--- config.mk ---
export PLATFORM = sky130hd
export DESIGN_NAME = can_address_claim_controller_core
export DESIGN_NICKNAME = d
export VERILOG_FILES = /design/src/acc_pkg.sv /design/src/acc_cfg_regs.sv /design/src/acc_step.sv /design/src/can_address_claim_controller_core.sv
export SDC_FILE = /design/constraint.sdc
export NUM_CORES = 1
export LEC_CHECK = 0
export BUFFER_PORTS_ARGS = -buffer_cell sky130_fd_sc_hd__buf_2
export CAP_MARGIN = 0
export CORE_ASPECT_RATIO = 1.2
export CORE_UTILIZATION = 58
export DETAILED_ROUTE_END_ITERATION = 16
export HOLD_SLACK_MARGIN = 0.05
export PLACE_DENSITY = 0.86
export SYNTH_ARGS = -nofsm -noshare
export SYNTH_HDL_FRONTEND = slang
export SYNTH_SLANG_ARGS = --single-unit
--- constraint.sdc ---
create_clock -name clk -period 6.55 [get_ports clk]
set_input_delay 0.655 -clock clk [delete_from_list [all_inputs] [get_ports clk]]
set_output_delay 0.655 -clock clk [all_outputs]
set_load 0.005 [all_outputs]
--- src/acc_pkg.sv ---
// ----------------------------------------------------------------------------
// acc_pkg
// Shared types and constants for the address claim controller: item
// structs, opcode and phase codes, configuration bundle, group numbers.
// ----------------------------------------------------------------------------
`default_nettype none

package acc_pkg;

	localparam int unsigned AddrLimitInt = 252;
	localparam logic [7:0] ADDRESS_LIMIT = 8'(AddrLimitInt);
	localparam logic [7:0] START_ADDR_RESET = 8'h80;
	localparam logic [7:0] WAIT_TICKS_RESET = 8'd1;
	localparam logic [7:0] GLOBAL_DEST = 8'hFF;
	localparam logic [7:0] WAIT_COUNT_MAX = 8'hFF;
	localparam logic [17:0] GROUP_CLAIM = 18'h0EE00;
	localparam logic [17:0] GROUP_REQUEST = 18'h0EA00;
	localparam logic [3:0] MIN_REQUEST_LEN = 4'd3;

	localparam int unsigned PADDR_W = 5;
	localparam int unsigned PDATA_W = 64;

	typedef enum logic [1:0] {
		REG_OWN_NAME = 2'd0,
		REG_START_ADDRESS = 2'd1,
		REG_CLAIM_WAIT_TICKS = 2'd2
	} reg_idx_t;

	typedef enum logic [1:0] {
		OP_TICK = 2'd0,
		OP_FRAME = 2'd1,
		OP_SENT_OK = 2'd2,
		OP_SEND_FAIL = 2'd3
	} opcode_t;

	typedef enum logic [1:0] {
		PH_PENDING = 2'd0,
		PH_CLAIMING = 2'd1,
		PH_CLAIMED = 2'd2
	} phase_t;

	typedef struct packed {
		logic [1:0] opcode;
		logic frame_is_pdu1;
		logic [7:0] frame_dest;
		logic [7:0] frame_source;
		logic [17:0] frame_group;
		logic [3:0] frame_length;
		logic [63:0] frame_payload;
	} in_item_t;

	typedef struct packed {
		logic send_claim;
		logic [7:0] current_address;
		logic [1:0] phase_out;
		logic lost_contest;
		logic request_seen;
		logic [23:0] requested_group;
		logic forward_frame;
	} out_item_t;

	typedef struct packed {
		logic [63:0] own_name;
		logic [7:0] start_address;
		logic [7:0] claim_wait_ticks;
	} cfg_t;

	typedef struct packed {
		logic load;
		logic [7:0] address;
	} addr_load_t;

	typedef struct packed {
		phase_t phase;
		logic [7:0] own_address;
		logic [7:0] wait_count;
	} claim_state_t;

endpackage

`default_nettype wire

--- src/acc_cfg_regs.sv ---
// ----------------------------------------------------------------------------
// acc_cfg_regs
// Register file behind the APB port; a start address write also reloads
// the own address.
// ----------------------------------------------------------------------------
`default_nettype none

module acc_cfg_regs (
	input wire logic clk,
	input wire logic arst_n,
	input wire logic psel,
	input wire logic penable,
	input wire logic pwrite,
	input wire logic [acc_pkg::PADDR_W-1:0] paddr,
	input wire logic [acc_pkg::PDATA_W-1:0] pwdata,
	output logic [acc_pkg::PDATA_W-1:0] prdata,
	output logic pready,
	output acc_pkg::cfg_t cfg,
	output acc_pkg::addr_load_t addr_load
);
	import acc_pkg::*;

	logic wr_en;
	reg_idx_t idx;
	cfg_t cfg_q;

	assign pready = 1'b1;
	assign wr_en = psel && penable && pwrite;
	assign idx = reg_idx_t'(paddr[4:3]);
	assign cfg = cfg_q;

	always_ff @(posedge clk or negedge arst_n) begin
		if (!arst_n) begin
			cfg_q.own_name <= '0;
			cfg_q.start_address <= START_ADDR_RESET;
			cfg_q.claim_wait_ticks <= WAIT_TICKS_RESET;
		end else if (wr_en) begin
			unique case (idx)
				REG_OWN_NAME: cfg_q.own_name <= pwdata;
				REG_START_ADDRESS: cfg_q.start_address <= pwdata[7:0];
				REG_CLAIM_WAIT_TICKS: cfg_q.claim_wait_ticks <= pwdata[7:0];
				default: ;
			endcase
		end
	end

	// out-of-range start address falls back to zero
	always_comb begin
		addr_load.load = wr_en && (idx == REG_START_ADDRESS);
		addr_load.address = (pwdata[7:0] >= ADDRESS_LIMIT) ? 8'd0 : pwdata[7:0];
	end

	always_comb begin
		unique case (idx)
			REG_OWN_NAME: prdata = cfg_q.own_name;
			REG_START_ADDRESS: prdata = {56'd0, cfg_q.start_address};
			REG_CLAIM_WAIT_TICKS: prdata = {56'd0, cfg_q.claim_wait_ticks};
			default: prdata = '0;
		endcase
	end

endmodule

`default_nettype wire

--- src/acc_step.sv ---
// ----------------------------------------------------------------------------
// acc_step
// Per-item decision logic: next claim state and the result item.
// ----------------------------------------------------------------------------
`default_nettype none

module acc_step (
	input wire acc_pkg::in_item_t item,
	input wire acc_pkg::claim_state_t cur,
	input wire acc_pkg::cfg_t cfg,
	output acc_pkg::claim_state_t nxt,
	output acc_pkg::out_item_t result
);
	import acc_pkg::*;

	opcode_t op;
	logic [7:0] wait_inc;
	logic [8:0] addr_inc;
	logic [7:0] addr_next;
	logic frame_ok;
	logic claim_from_us;
	logic name_lower;
	logic is_claim;
	logic is_request;

	assign op = opcode_t'(item.opcode);
	assign wait_inc = (cur.wait_count < WAIT_COUNT_MAX) ? cur.wait_count + 8'd1 : cur.wait_count;
	assign addr_inc = {1'b0, cur.own_address} + 9'd1;
	assign addr_next = (addr_inc >= {1'b0, ADDRESS_LIMIT}) ? 8'd0 : addr_inc[7:0];
	assign frame_ok = (cur.phase != PH_PENDING) && !(item.frame_is_pdu1
		&& item.frame_dest != cur.own_address && item.frame_dest != GLOBAL_DEST);
	assign is_claim = item.frame_group == GROUP_CLAIM;
	assign is_request = item.frame_group == GROUP_REQUEST;
	assign claim_from_us = frame_ok && is_claim && (item.frame_source == cur.own_address);
	assign name_lower = item.frame_payload < cfg.own_name;

	// next state
	always_comb begin
		nxt = cur;
		unique case (op)
			OP_TICK: begin
				if (cur.phase == PH_CLAIMING) begin
					nxt.wait_count = wait_inc;
					if (wait_inc >= cfg.claim_wait_ticks)
						nxt.phase = PH_CLAIMED;
				end
			end
			OP_SENT_OK: begin
				if (cur.phase == PH_PENDING) begin
					nxt.phase = PH_CLAIMING;
					nxt.wait_count = '0;
				end
			end
			OP_SEND_FAIL: nxt.phase = PH_PENDING;
			OP_FRAME: begin
				if (claim_from_us && name_lower) begin
					nxt.own_address = addr_next;
					nxt.phase = PH_PENDING;
				end
			end
			default: ;
		endcase
	end

	// result flags
	always_comb begin
		result = '0;
		result.current_address = nxt.own_address;
		result.phase_out = nxt.phase;
		unique case (op)
			OP_TICK: result.send_claim = cur.phase == PH_PENDING;
			OP_FRAME: begin
				result.lost_contest = claim_from_us && name_lower;
				result.send_claim = claim_from_us && !name_lower;
				if (frame_ok && is_request && item.frame_length >= MIN_REQUEST_LEN) begin
					result.request_seen = 1'b1;
					result.requested_group = item.frame_payload[23:0];
				end
				result.forward_frame = frame_ok && !is_claim && !is_request;
			end
			default: ;
		endcase
	end

endmodule

`default_nettype wire

--- src/can_address_claim_controller_core.sv ---
// ----------------------------------------------------------------------------
// can_address_claim_controller_core
// Address claim controller for a CAN node: arbitrates its source address
// by NAME, defends it, and sorts received frames.
// ----------------------------------------------------------------------------
// Usage:
//   Input channel (in_valid / in_stall / in_item) carries one item per
//   accepted cycle: a timer tick, a received frame, or a claim send outcome.
//   Output channel (out_valid / out_stall / out_item) returns exactly one
//   result item per input item, in order.
//   Path: an accepted item passes the input register, then the result
//   register, before its result shows on the output.
//   Throughput: one item per cycle while out_stall is low; the decision is
//   one short pass of compare and increment logic between the two registers.
//   Stall: while out_stall holds a waiting result, the input register keeps
//   one more item and then in_stall rises; nothing is dropped.
//   Reset (arst_n low): phase pending, own address 128, wait count 0,
//   own_name 0, start_address 128, claim_wait_ticks 1, both channels empty.
//   Configuration goes through the APB port (64-bit data, registers at byte
//   offsets 0, 8, 16); write it only while the block is idle. A start
//   address write reloads the own address at once.
// ----------------------------------------------------------------------------
`default_nettype none

module can_address_claim_controller_core (
	input wire logic clk,
	input wire logic arst_n,
	input wire logic in_valid,
	output logic in_stall,
	input wire acc_pkg::in_item_t in_item,
	output logic out_valid,
	input wire logic out_stall,
	output acc_pkg::out_item_t out_item,
	input wire logic psel,
	input wire logic penable,
	input wire logic pwrite,
	input wire logic [acc_pkg::PADDR_W-1:0] paddr,
	input wire logic [acc_pkg::PDATA_W-1:0] pwdata,
	output logic [acc_pkg::PDATA_W-1:0] prdata,
	output logic pready
);
	import acc_pkg::*;

	cfg_t cfg;
	addr_load_t addr_load;

	logic valid_s1;
	in_item_t item_s1;
	logic valid_s2;
	out_item_t item_s2;

	claim_state_t state_q;
	claim_state_t state_nxt;
	out_item_t result;

	logic advance;

	acc_cfg_regs u_cfg (
		.clk(clk),
		.arst_n(arst_n),
		.psel(psel),
		.penable(penable),
		.pwrite(pwrite),
		.paddr(paddr),
		.pwdata(pwdata),
		.prdata(prdata),
		.pready(pready),
		.cfg(cfg),
		.addr_load(addr_load)
	);

	acc_step u_step (
		.item(item_s1),
		.cur(state_q),
		.cfg(cfg),
		.nxt(state_nxt),
		.result(result)
	);

	// advance the input stage whenever the result register is free or drains
	assign advance = valid_s1 && (!valid_s2 || !out_stall);
	assign in_stall = valid_s1 && !advance;

	// input register
	always_ff @(posedge clk or negedge arst_n) begin
		if (!arst_n) begin
			valid_s1 <= 1'b0;
		end else if (!in_stall) begin
			valid_s1 <= in_valid;
		end
	end

	always_ff @(posedge clk) begin
		if (in_valid && !in_stall)
			item_s1 <= in_item;
	end

	// result register: hold while stalled, drop once taken
	always_ff @(posedge clk or negedge arst_n) begin
		if (!arst_n) begin
			valid_s2 <= 1'b0;
		end else if (advance) begin
			valid_s2 <= 1'b1;
		end else if (!out_stall) begin
			valid_s2 <= 1'b0;
		end
	end

	always_ff @(posedge clk) begin
		if (advance)
			item_s2 <= result;
	end

	// claim state: commit the step as its result moves into the output register
	always_ff @(posedge clk or negedge arst_n) begin
		if (!arst_n) begin
			state_q.phase <= PH_PENDING;
			state_q.own_address <= START_ADDR_RESET;
			state_q.wait_count <= '0;
		end else if (addr_load.load) begin
			state_q.own_address <= addr_load.address;
		end else if (advance) begin
			state_q <= state_nxt;
		end
	end

	assign out_valid = valid_s2;
	assign out_item = item_s2;

endmodule

`default_nettype wire

==> results.json, run 1 <==
{
  "post_synth_num_cell_types": 55,
  "grt_pass1_wl_um": 44100,
  "critical_path_required_ns": 6.93,
  "cts.reportedPaths.clkPinSlew_ns": 0.06,
  "final_design_area_no_fill_um2": 14000,
  "detailroute.via_count": 9089,
  "min-delay-path-class": "input pin to async pin",
  "die_w_um": 130,
  "buffer_ports.inserted": 281,
  "synth.top_cell.area_share": 0.374,
  "final_period_minus_worst_setup_slack_ns": 3.42,
  "largest_net_degree_at_the_start_of_global_routing": 76,
  "cts.repair_timing.setup_buffer_count": 0,
  "fmaxAchievable_ghz": 0.292,
  "cell_area_placed_um2": 13100,
  "first_global_vias": 8880,
  "fp.coreArea_um2": 19500,
  "antenna_left": 0,
  "globalRoute.totalOverflow": 0,
  "area_growth_pct": 21.5,
  "drtIter0Drc": 702,
  "yosys.cell_count.top_type": "nand2_1",
  "syn_nets": 1306,
  "synth_simple_gate_area_share": 0.154,
  "clock_sink_count": 243,
  "ys.warnings.count": 0,
  "cts-buffers-inserted": 24,
  "post-synth-top-area-cell": "edfxtp_1",
  "synth_edf_count": 143,
  "grt_use_met1": 0.335,
  "fin_worst_skew_ns": 0.0144,
  "fp.dieH_um": 156,
  "r2r_setup_slack_ns": 3.13,
  "die-area_um2": 20400,
  "synth_area_leaders": "edfxtp_1 37%, dfrtp_1 21%, ha_1 8.1%, nand2_1 5.0%, o21ai_0 4.8%",
  "share_of_the_synthesized_netlist_area_taken_by_xor_and_xnor_gates": 0.0153,
  "io_pins": 286,
  "cts_htree_levels": 1,
  "worst_setup_path_start_kind": "flop",
  "r2r-start": "item_s1[2]$_DFFE_PP_",
  "worst_setup_path_type": "flop to flop",
  "power_per_cell_area_nw_per_um2": 311,
  "floorplan.initialDensity": 0.590,
  "run_status": "completed",
  "grtUsageTotal": 0.285,
  "worstPathArrival_ns": 3.80,
  "filler_cell_count": 1402,
  "irDropWorstVdd_v": 0.000251,
  "routed_wirelength_um": 28900,
  "regToRegEndpoint": "out_item[35]$_DFFE_PP_",
  "syn_std_cell_area_um2": 11500,
  "leakage_nw": 6.19,
  "syn_area_per_cell_um2": 10.9,
  "ys.flop_type": "edfxtp_1",
  "gp_congestion": 0.873,
  "post_cts_hold_buffer_count": 0,
  "clockRootBuffer": "clkbuf_16",
  "drt-pass1-iter-count": 5,
  "synth-seq-area-share": 0.592,
  "synth_compound_area_frac": 0.102,
  "synth.ff_latch_count": 243,
  "grt_most_used_layer": "met2",
  "drcViolationCount": 0,
  "setup-violations-final": 0,
  "worst-slew-pin-transition_ns": 0.955,
  "most_frequent_cell_on_the_critical_path": "a211o_1",
  "cts.repair.resized": 0,
  "yosys-mux-area-fraction": 0.0119,
  "timing.critical_path.slowest_stage_cell": "or4b_4",
  "wl_per_cell_um": 18.0,
  "rows": 56,
  "reg2regPathDepth": 9,
  "path_cells": "ha_1 -> a211o_1 -> a31oi_1 -> o221ai_1 -> a211o_1 -> a211o_1 -> or4b_4 -> or4_1 -> nand2_1",
  "synth_async_sr_flop_share": 0.412,
  "synth.cells.most_frequent": "152 x nand2_1, 143 x edfxtp_1, 110 x o21ai_0",
  "place.detailed.hpwl_um": 20700,
  "timing.max_slew.rel_slack": 0.363,
  "critical-path-max-stage-delay_ns": 0.70,
  "drive_above_1_share": 0.256,
  "cts_tree": "done",
  "slew_violations": 0,
  "syn-instance-count": 1051,
  "cp_max_fo": 20,
  "groute.layer.met2.usage": 0.500,
  "final_net_count": 1572,
  "clk_path_buf_depth": 3,
  "fin_crit_sh": 0.522,
  "final.setup.tns_ns": 0,
  "vias_cell": 5.68,
  "timing.critical_path.buf_inv": 0,
  "grt_antenna_before_repair": 6,
  "grt_use_met3": 0.0449,
  "max-cap-violations": 0,
  "synth-adder-area-share": 0.0806,
  "combinational_family_with_the_most_area_after_synthesis": "simple AND/OR/NAND/NOR gates",
  "grt_setup_unrepaired": "false",
  "critical_path.top_delay_family": "simple AND/OR/NAND/NOR gates",
  "insertion_delay_ns": 0.52,
  "final_hold_viol_count": 0,
  "end_kind": "flop"
}
==> registers in the layout, indices dropped and copies added, names as in the netlist <==
register and count:
item_s1 105, out_item 38, out_valid 1, state_q 18
u_cfg.cfg 80, valid_s1 1
==> where the power goes <==
group | leakage (nW) | internal [mW] | switching [mW] | total, mW
clock network | 0.406 | 0.885 | 0.573 | 1.46
registers | 2.58 | 1.85 | 0.137 | 1.99
logic | 3.20 | 0.372 | 0.521 | 0.893
total | 6.19 | 3.11 | 1.23 | 4.34
==> worst max path at each step <==
stage | from | end | slack (ns) | cells past startpoint
floorplan | out_stall | item_s1[0]$_DFFE_PP_ | 2.87 | 2
global placement | paddr[4] | state_q[4]$_DFFE_PN0P_ | 2.84 | 9
detailed placement | paddr[4] | state_q[1]$_DFFE_PN0P_ | 2.77 | 9
CTS | item_s1[2]$_DFFE_PP_ | out_item[35]$_DFFE_PP_ | 3.13 | 9
global route | paddr[4] | state_q[5]$_DFFE_PN0P_ | 2.96 | 9
finish | item_s1[2]$_DFFE_PP_ | out_item[35]$_DFFE_PP_ | 3.13 | 9
==> final cells by class <==
class,count,area [um2],area share
repair buffers,292,1490,0.107
clock buffers,31,678,0.0486
multi-input cells,681,4200,0.301
clock inverters,13,164,0.0117
inverters,75,282,0.0202
flip-flops and latches,243,6800,0.487
well taps,261,327,0.0234
diodes,5,12.5,0.000896
==> per-layer routing <==
metal	routed length (um)	share of wire
met2	15000	0.52
met4	1380	0.048
met5	10	0.00035
met1	10600	0.37
met3	1880	0.065
==> placed cells by master, fill, tap and decap left out, types with 6 or more instances in the layout <==
cell type	count
a211oi_1	6
inv_1	74
dfrtp_1	97
xor2_1	9
a21o_1	7
a31oi_1	11
clkbuf_16	25
edfxtp_1	143
a21oi_1	39
nand2b_1	7
nand3_1	25
mux2i_1	8
buf_4	12
and3_1	8
ha_1	74
clkinv_1	6
buf_2	280
nor3_1	71
nor4_1	8
nand2_1	152
nor2b_1	7
nand4_1	20
xnor2_1	11
and2_1	25
nor2_1	26
o21ai_0	110
==> metrics by stage <==
stage | total power, mW | setup WS, ns | std cells | util | hold slack (ns)
6_report | 4.34 | 3.13 | 1601 | 0.717 | 0.0794
5_1_grt | 4.56 | 2.96 | 1601 | 0.717 | 0.0927
4_1_cts | 4.36 | 3.13 | 1596 | 0.716 | 0.0754
3_5_place_dp | 2.90 | 2.77 | 1552 | 0.673 | 0.449
3_3_place_gp | 2.84 | 2.84 | 1552 | 0.673 | 0.447
2_1_floorplan | 2.57 | 2.87 | 1051 | - | 0.359
==> kinds of logic (layout without fill, tap and decap cells) <==
family                   count (synthesis)  count (layout)
AO/OA/AOI/OAI                          205             205
XOR/XNOR                                20              20
adder cells (fa/ha/maj)                 74              74
buffers and inverters                  127             411
flip-flops                             243             243
multiplexers                            13              13
other                                    1               6
AND/OR/NAND/NOR                        368             368
==> worst reg2reg max path, delay by kind of cell, from the launching register on <==
family / cells / cell delay [ns]
simple gates: 3 / 1.31
compound gates: 5 / 1.28
flops: 1 / 0.40
fa+ha+maj: 1 / 0.31
Power figures use the tool's default switching activity.
==> run 2, diff against run 1 <==
- CORE_UTILIZATION: 58 -> 49
- PLACE_DENSITY: 0.86 -> 0.77
- clock period: 6.55 -> 3.1 ns (I/O delays scaled with it)
==> results.json, run 2 (synthesis results as in run 1) <==
{
  "worst_setup_path_start_kind": "flop",
  "buffer_ports.inserted": 281,
  "place.detailed.hpwl_um": 22000,
  "cts.reportedPaths.clkPinSlew_ns": 0.07,
  "drcViolationCount": 0,
  "filler_cell_count": 1635,
  "setup-violations-final": 2,
  "worstPathArrival_ns": 3.54,
  "fmaxAchievable_ghz": 0.319,
  "leakage_nw": 7.11,
  "cts_htree_levels": 1,
  "cts_tree": "done",
  "fin_crit_sh": 1.01,
  "grt_antenna_before_repair": 2,
  "timing.critical_path.slowest_stage_cell": "or4b_4",
  "min-delay-path-class": "input pin to flop",
  "drtIter0Drc": 674,
  "mostFrequentLayoutCell": "buf_2",
  "worst-slew-pin-transition_ns": 0.819,
  "regToRegEndpoint": "out_item[35]$_DFFE_PP_",
  "clockRootBuffer": "clkbuf_16",
  "die_w_um": 142,
  "drt-pass1-iter-count": 5,
  "r2r_setup_slack_ns": -0.04,
  "detailroute.via_count": 10200,
  "first_global_vias": 10400,
  "clock_sink_count": 243,
  "critical_path.top_delay_family": "simple AND/OR/NAND/NOR gates",
  "timing.max_slew.rel_slack": 0.454,
  "rows": 61,
  "insertion_delay_ns": 0.53,
  "antenna_left": 0,
  "largest_register_ff_count": 105,
  "r2r-start": "u_cfg.cfg[63]$_DFFE_PN0P_",
  "max-cap-violations": 0,
  "postLayoutCoreUtil": 0.699,
  "sequential_cell_area_um2": 6800,
  "final_cells": 1858,
  "irDropWorstVdd_v": 0.000437,
  "multi_input_comb_area_um2": 4330,
  "area_growth_pct": 40.4,
  "fp.coreArea_um2": 23000,
  "critical-path-max-stage-delay_ns": 0.65,
  "violations": "negative setup slack",
  "p_total_mw": 9.62,
  "gp_congestion": 0.930,
  "timing.critical_path.buf_inv": 2,
  "placed_cells_incl_taps": 1642,
  "cp_max_fo": 8,
  "end_kind": "flop",
  "setup.worst_path.start": "u_cfg.cfg[63]$_DFFE_PN0P_",
  "worst_setup_path_type": "flop to flop",
  "slew_violations": 0,
  "largest_net_degree_at_the_start_of_global_routing": 128,
  "reg2regPathDepth": 10,
  "wl_per_cell_um": 19.1,
  "placement.setup.worst_slack_ns": -0.0967,
  "run_status": "finished, violations left",
  "final_net_count": 1776,
  "vias_cell": 5.51,
  "final_period_minus_worst_setup_slack_ns": 3.14,
  "clk_path_buf_depth": 3,
  "fin_worst_skew_ns": 0.0147,
  "final_hold_viol_count": 0,
  "commonest_cells_after_routing_fill_and_taps_aside": "280 x buf_2, 165 x dlygate4sd3_1, 152 x nand2_1, 143 x edfxtp_1, 102 x o21ai_0",
  "critical_path_required_ns": 3.50,
  "largest-register": "item_s1",
  "fp.dieH_um": 170,
  "power_per_cell_area_nw_per_um2": 597,
  "globalRoute.totalOverflow": 0,
  "timing.critical_path.depth": 10,
  "floorplan.initialDensity": 0.498,
  "cts-buffers-inserted": 26,
  "routed_wirelength_um": 35400,
  "setup_ws_ns": -0.0396,
  "die-area_um2": 24100,
  "grt_setup_unrepaired": "true",
  "grtUsageTotal": 0.295,
  "path_cells": "inv_1 -> ha_1 -> a21oi_1 -> o21ai_0 -> a221oi_1 -> buf_4 -> nand4_1 -> or4b_4 -> or4_4 -> nand2_1",
  "setup.worst_path.end": "out_item[35]$_DFFE_PP_",
  "grt_pass1_wl_um": 54500,
  "drive_above_1_share": 0.260,
  "io_pins": 286
}
## run 2: changes by cell type in the layout (fill, tap and decap cells not counted), sizes merged
cell | previous run | this run
dlygate4sd3 | 0 | 165
buf | 292 | 329
clkbuf | 31 | 35
diode | 5 | 2
bufinv | 4 | 2
clkinvlp | 2 | 4
## run 2: final cells by class
class	instances	share of cell area
flip-flops and latches	243	0.422
multi-input cells	681	0.268
repair buffers	494	0.215
clock buffers	35	0.0444
well taps	315	0.0244
inverters	75	0.0175
clock inverters	13	0.00768
diodes	2	0.000310
## run 2: timing repair
| item | in CTS | in global routing |
|---|---|---|
| hold buffers | 165 | 0 |
| setup buffers | 0 | 1 |
| resized for setup | 8 | 27 |
| setup endpoints to repair | 11 | 21 |
| pin swaps | 4 | 12 |
| endpoints found under the hold margin | 217 | 0 |
## run 2: worst min path at each step
| stage | from | end | cells past startpoint |
|---|---|---|---|
| floorplan | arst_n | out_valid$_DFFE_PN0P_ | 0 |
| global placement | arst_n | u_cfg.cfg[26]$_DFFE_PN0P_ | 1 |
| detailed placement | arst_n | u_cfg.cfg[26]$_DFFE_PN0P_ | 1 |
| CTS | pwdata[1] | u_cfg.cfg[9]$_DFFE_PN0P_ | 3 |
| global route | pwdata[6] | u_cfg.cfg[14]$_DFFE_PN0P_ | 3 |
| finish | pwdata[1] | u_cfg.cfg[9]$_DFFE_PN0P_ | 3 |
## run 2: power breakdown
group	switching (mW)	internal (mW)	leakage, nW
combinational	1.36	1.07	4.13
sequential	0.199	3.91	2.58
clock	1.29	1.79	0.402
total	2.85	6.77	7.11
## run 2: through the flow
stage	hold WS [ns]	cell area (um2)	TNS (ns)
CTS	0.0532	16000	-0.0741
global route	0.0696	16100	-1.68
floorplan	0.0144	11500	0
detailed placement	0.447	13500	-0.838
global placement	0.449	13500	-0.254
finish	0.0736	16100	-0.0487
## run 2: routing by layer
metal  part of all wire  track usage  vias to the layer above  wire [um]
met4              0.048        0.145                        0       1700
li1                   -            -                     4686          -
met3              0.067       0.0420                      112       2380
met1               0.37        0.344                     4902      13100
met2               0.51        0.531                      543      18200
met5                  0            0                        -          0
## run 2: worst reg2reg max path: stages, from the launching register on
cell,delay [ns]
dfrtp_1,0.36
inv_1,0.10
ha_1,0.27
a21oi_1,0.22
o21ai_0,0.18
a221oi_1,0.34
buf_4,0.19
nand4_1,0.11
or4b_4,0.65
or4_4,0.51
nand2_1,0.08
==> run 3, diff against run 2 <==
- BUFFER_PORTS_ARGS: -buffer_cell sky130_fd_sc_hd__buf_2 -> unset
- CORE_UTILIZATION: 49 -> 60
- CTS_BUF_LIST: unset -> sky130_fd_sc_hd__clkbuf_4 sky130_fd_sc_hd__clkbuf_8
- DONT_BUFFER_PORTS: unset -> 1
- PLACE_DENSITY: 0.77 -> 0.79
==> results.json, run 3 (synthesis results as in run 1) <==
{
  "run_status": "finished, violations left",
  "violations": "negative setup slack",
  "buffer_ports.inserted": 0,
  "switching_share": 0.308,
  "cts_htree_levels": 2,
  "sequentialPowerShare": 0.444,
  "antenna_left": 0,
  "die-area_um2": 19700,
  "worst_setup_path_type": "flop to flop",
  "end_kind": "flop",
  "largest_net_degree_at_the_start_of_global_routing": 128,
  "wl_met3_um": 3210,
  "drive_above_1_share": 0.127,
  "mostFrequentLayoutCell": "dlygate4sd3_1",
  "largest-register": "item_s1",
  "slew_violations": 0,
  "worst_setup_path_start_kind": "flop",
  "final_period_minus_worst_setup_slack_ns": 3.21,
  "hold_path_depth": 4,
  "io_pins": 286,
  "met2RoutedLength_um": 18100,
  "floorplan.initialDensity": 0.611,
  "setup_ws_ns": -0.111,
  "placement.setup.worst_slack_ns": -0.203,
  "fp.coreArea_um2": 18800,
  "insertion_delay_ns": 0.54,
  "irDropWorstVdd_v": 0.000525,
  "drcViolationCount": 0,
  "detailroute.via_count": 9705,
  "max-cap-violations": 0,
  "final_net_count": 1532,
  "routed_wirelength_um": 35400,
  "highest_layer": "met4",
  "die_w_um": 128,
  "rows": 55,
  "setup-violations-final": 9,
  "area_growth_pct": 29.1,
  "fmaxAchievable_ghz": 0.311,
  "cp_max_fo": 4,
  "fin_crit_sh": 1.04,
  "r2r_setup_slack_ns": -0.11,
  "placed_cells_incl_taps": 1313,
  "final_cells": 1566,
  "timing.max_slew.rel_slack": 0.471,
  "gp_congestion": 0.897,
  "r2r-start": "u_cfg.cfg[18]$_DFFE_PN0P_",
  "largest_register_ff_count": 105,
  "fin_worst_skew_ns": 0.0260,
  "grt_antenna_before_repair": 4,
  "globalRoute.totalOverflow": 0,
  "fp.dieH_um": 154,
  "combinationalPowerShare": 0.251,
  "power.switching_mw": 2.89,
  "cts_tree": "done",
  "worst-slew-pin-transition_ns": 0.788,
  "grt_pass1_wl_um": 53900,
  "internal_power_mw": 6.50,
  "min-delay-path-class": "input pin to flop",
  "place.detailed.hpwl_um": 20100,
  "drt-pass1-iter-count": 8,
  "vias_cell": 6.20,
  "first_global_vias": 10200,
  "cts.reportedPaths.clkPinSlew_ns": 0.07,
  "worstPathArrival_ns": 3.65,
  "clock_sink_count": 243,
  "route.layer.met1.wl_um": 11700,
  "hold_path_startpoint": "penable",
  "filler_cell_count": 1045,
  "clockRootBuffer": "clkbuf_8",
  "grt_setup_unrepaired": "true",
  "grtUsageTotal": 0.363,
  "setup.worst_path.start": "u_cfg.cfg[18]$_DFFE_PN0P_",
  "final.setup.tns_ns": -0.564,
  "leakage_nw": 6.05,
  "final_hold_viol_count": 0,
  "drtIter0Drc": 986,
  "power_per_cell_area_nw_per_um2": 634,
  "postLayoutCoreUtil": 0.789,
  "clk_path_buf_depth": 3,
  "critical_path_required_ns": 3.54,
  "clock_power_share": 0.306,
  "commonest_cells_after_routing_fill_and_taps_aside": "173 x dlygate4sd3_1, 152 x nand2_1, 143 x edfxtp_1, 104 x o21ai_0, 97 x dfrtp_1",
  "wl_per_cell_um": 22.6,
  "reg2regPathDepth": 11,
  "cts-buffers-inserted": 39
}
## run 3: changes by cell type in the layout (fill, tap and decap cells not counted), sizes merged
cell	delta
buf	-265
clkbuf	+29
dlygate4sd3	+8
clkinv	-4
bufinv	-2
clkinvlp	-2
diode	+2
inv	+1
## run 3: path summary, 6_finish.rpt
kind                                             end
max in group asynchronous  u_cfg.cfg[78]$_DFFE_PN0P_
max                           state_q[8]$_DFFE_PN0P_
min                          state_q[17]$_DFFE_PN0P_
max reg2reg                   state_q[8]$_DFFE_PN0P_
min in group asynchronous     state_q[4]$_DFFE_PN0P_
min reg2reg                u_cfg.cfg[12]$_DFFE_PN0P_
## run 3: layout make-up
type / count / area (um2) / area share
Sequential cell: 243 / 6800 / 0.459
Antenna cell: 4 / 10.0 / 0.000675
Inverter: 75 / 282 / 0.0190
Tap cell: 256 / 320 / 0.0216
Multi-Input combinational cell: 681 / 4340 / 0.293
Clock inverter: 6 / 37.5 / 0.00253
Timing Repair Buffer: 237 / 2270 / 0.153
Clock buffer: 64 / 768 / 0.0518
## run 3: metrics by stage
stage                     area [um2]  hold slack, ns  total power, mW
after detailed placement       12100          0.0173             6.08
final                          14800           0.154             9.40
after CTS                      14700           0.128             9.13
after global placement         12100          0.0192             5.97
after floorplan                11500          0.0144             5.42
after global routing           14800           0.158             9.81
## run 3: what timing repair did
item	CTS	global route
hold endpoints to repair	295	0
hold buffers	174	0
setup endpoints to repair	18	21
setup buffers	1	4
gates resized for setup	14	20
pin swaps	8	5
## run 3: routing by layer
metal / track usage / up-vias
li1: - / 4208
met1: 0.403 / 4550
met2: 0.634 / 755
met3: 0.0720 / 192
met4: 0.226 / 0
met5: 0 / -
## run 3: worst max-delay path: stages, from the launching register on
cell	delay [ns]
dfrtp_1	0.38
inv_2	0.08
ha_4	0.20
a211o_1	0.29
a31oi_1	0.14
o221ai_1	0.16
a211o_1	0.31
a211o_1	0.32
buf_4	0.16
or3_4	0.39
or4_1	0.50
a31oi_1	0.19
## run 3: power by group through the flow
stage	clock [mW]	combinational (mW)	sequential, mW
final	2.87	2.36	4.17
after global routing	3.03	2.58	4.21
after floorplan	0	1.29	4.13
after detailed placement	0	1.88	4.20
after global placement	0	1.78	4.18
after CTS	2.85	2.13	4.14
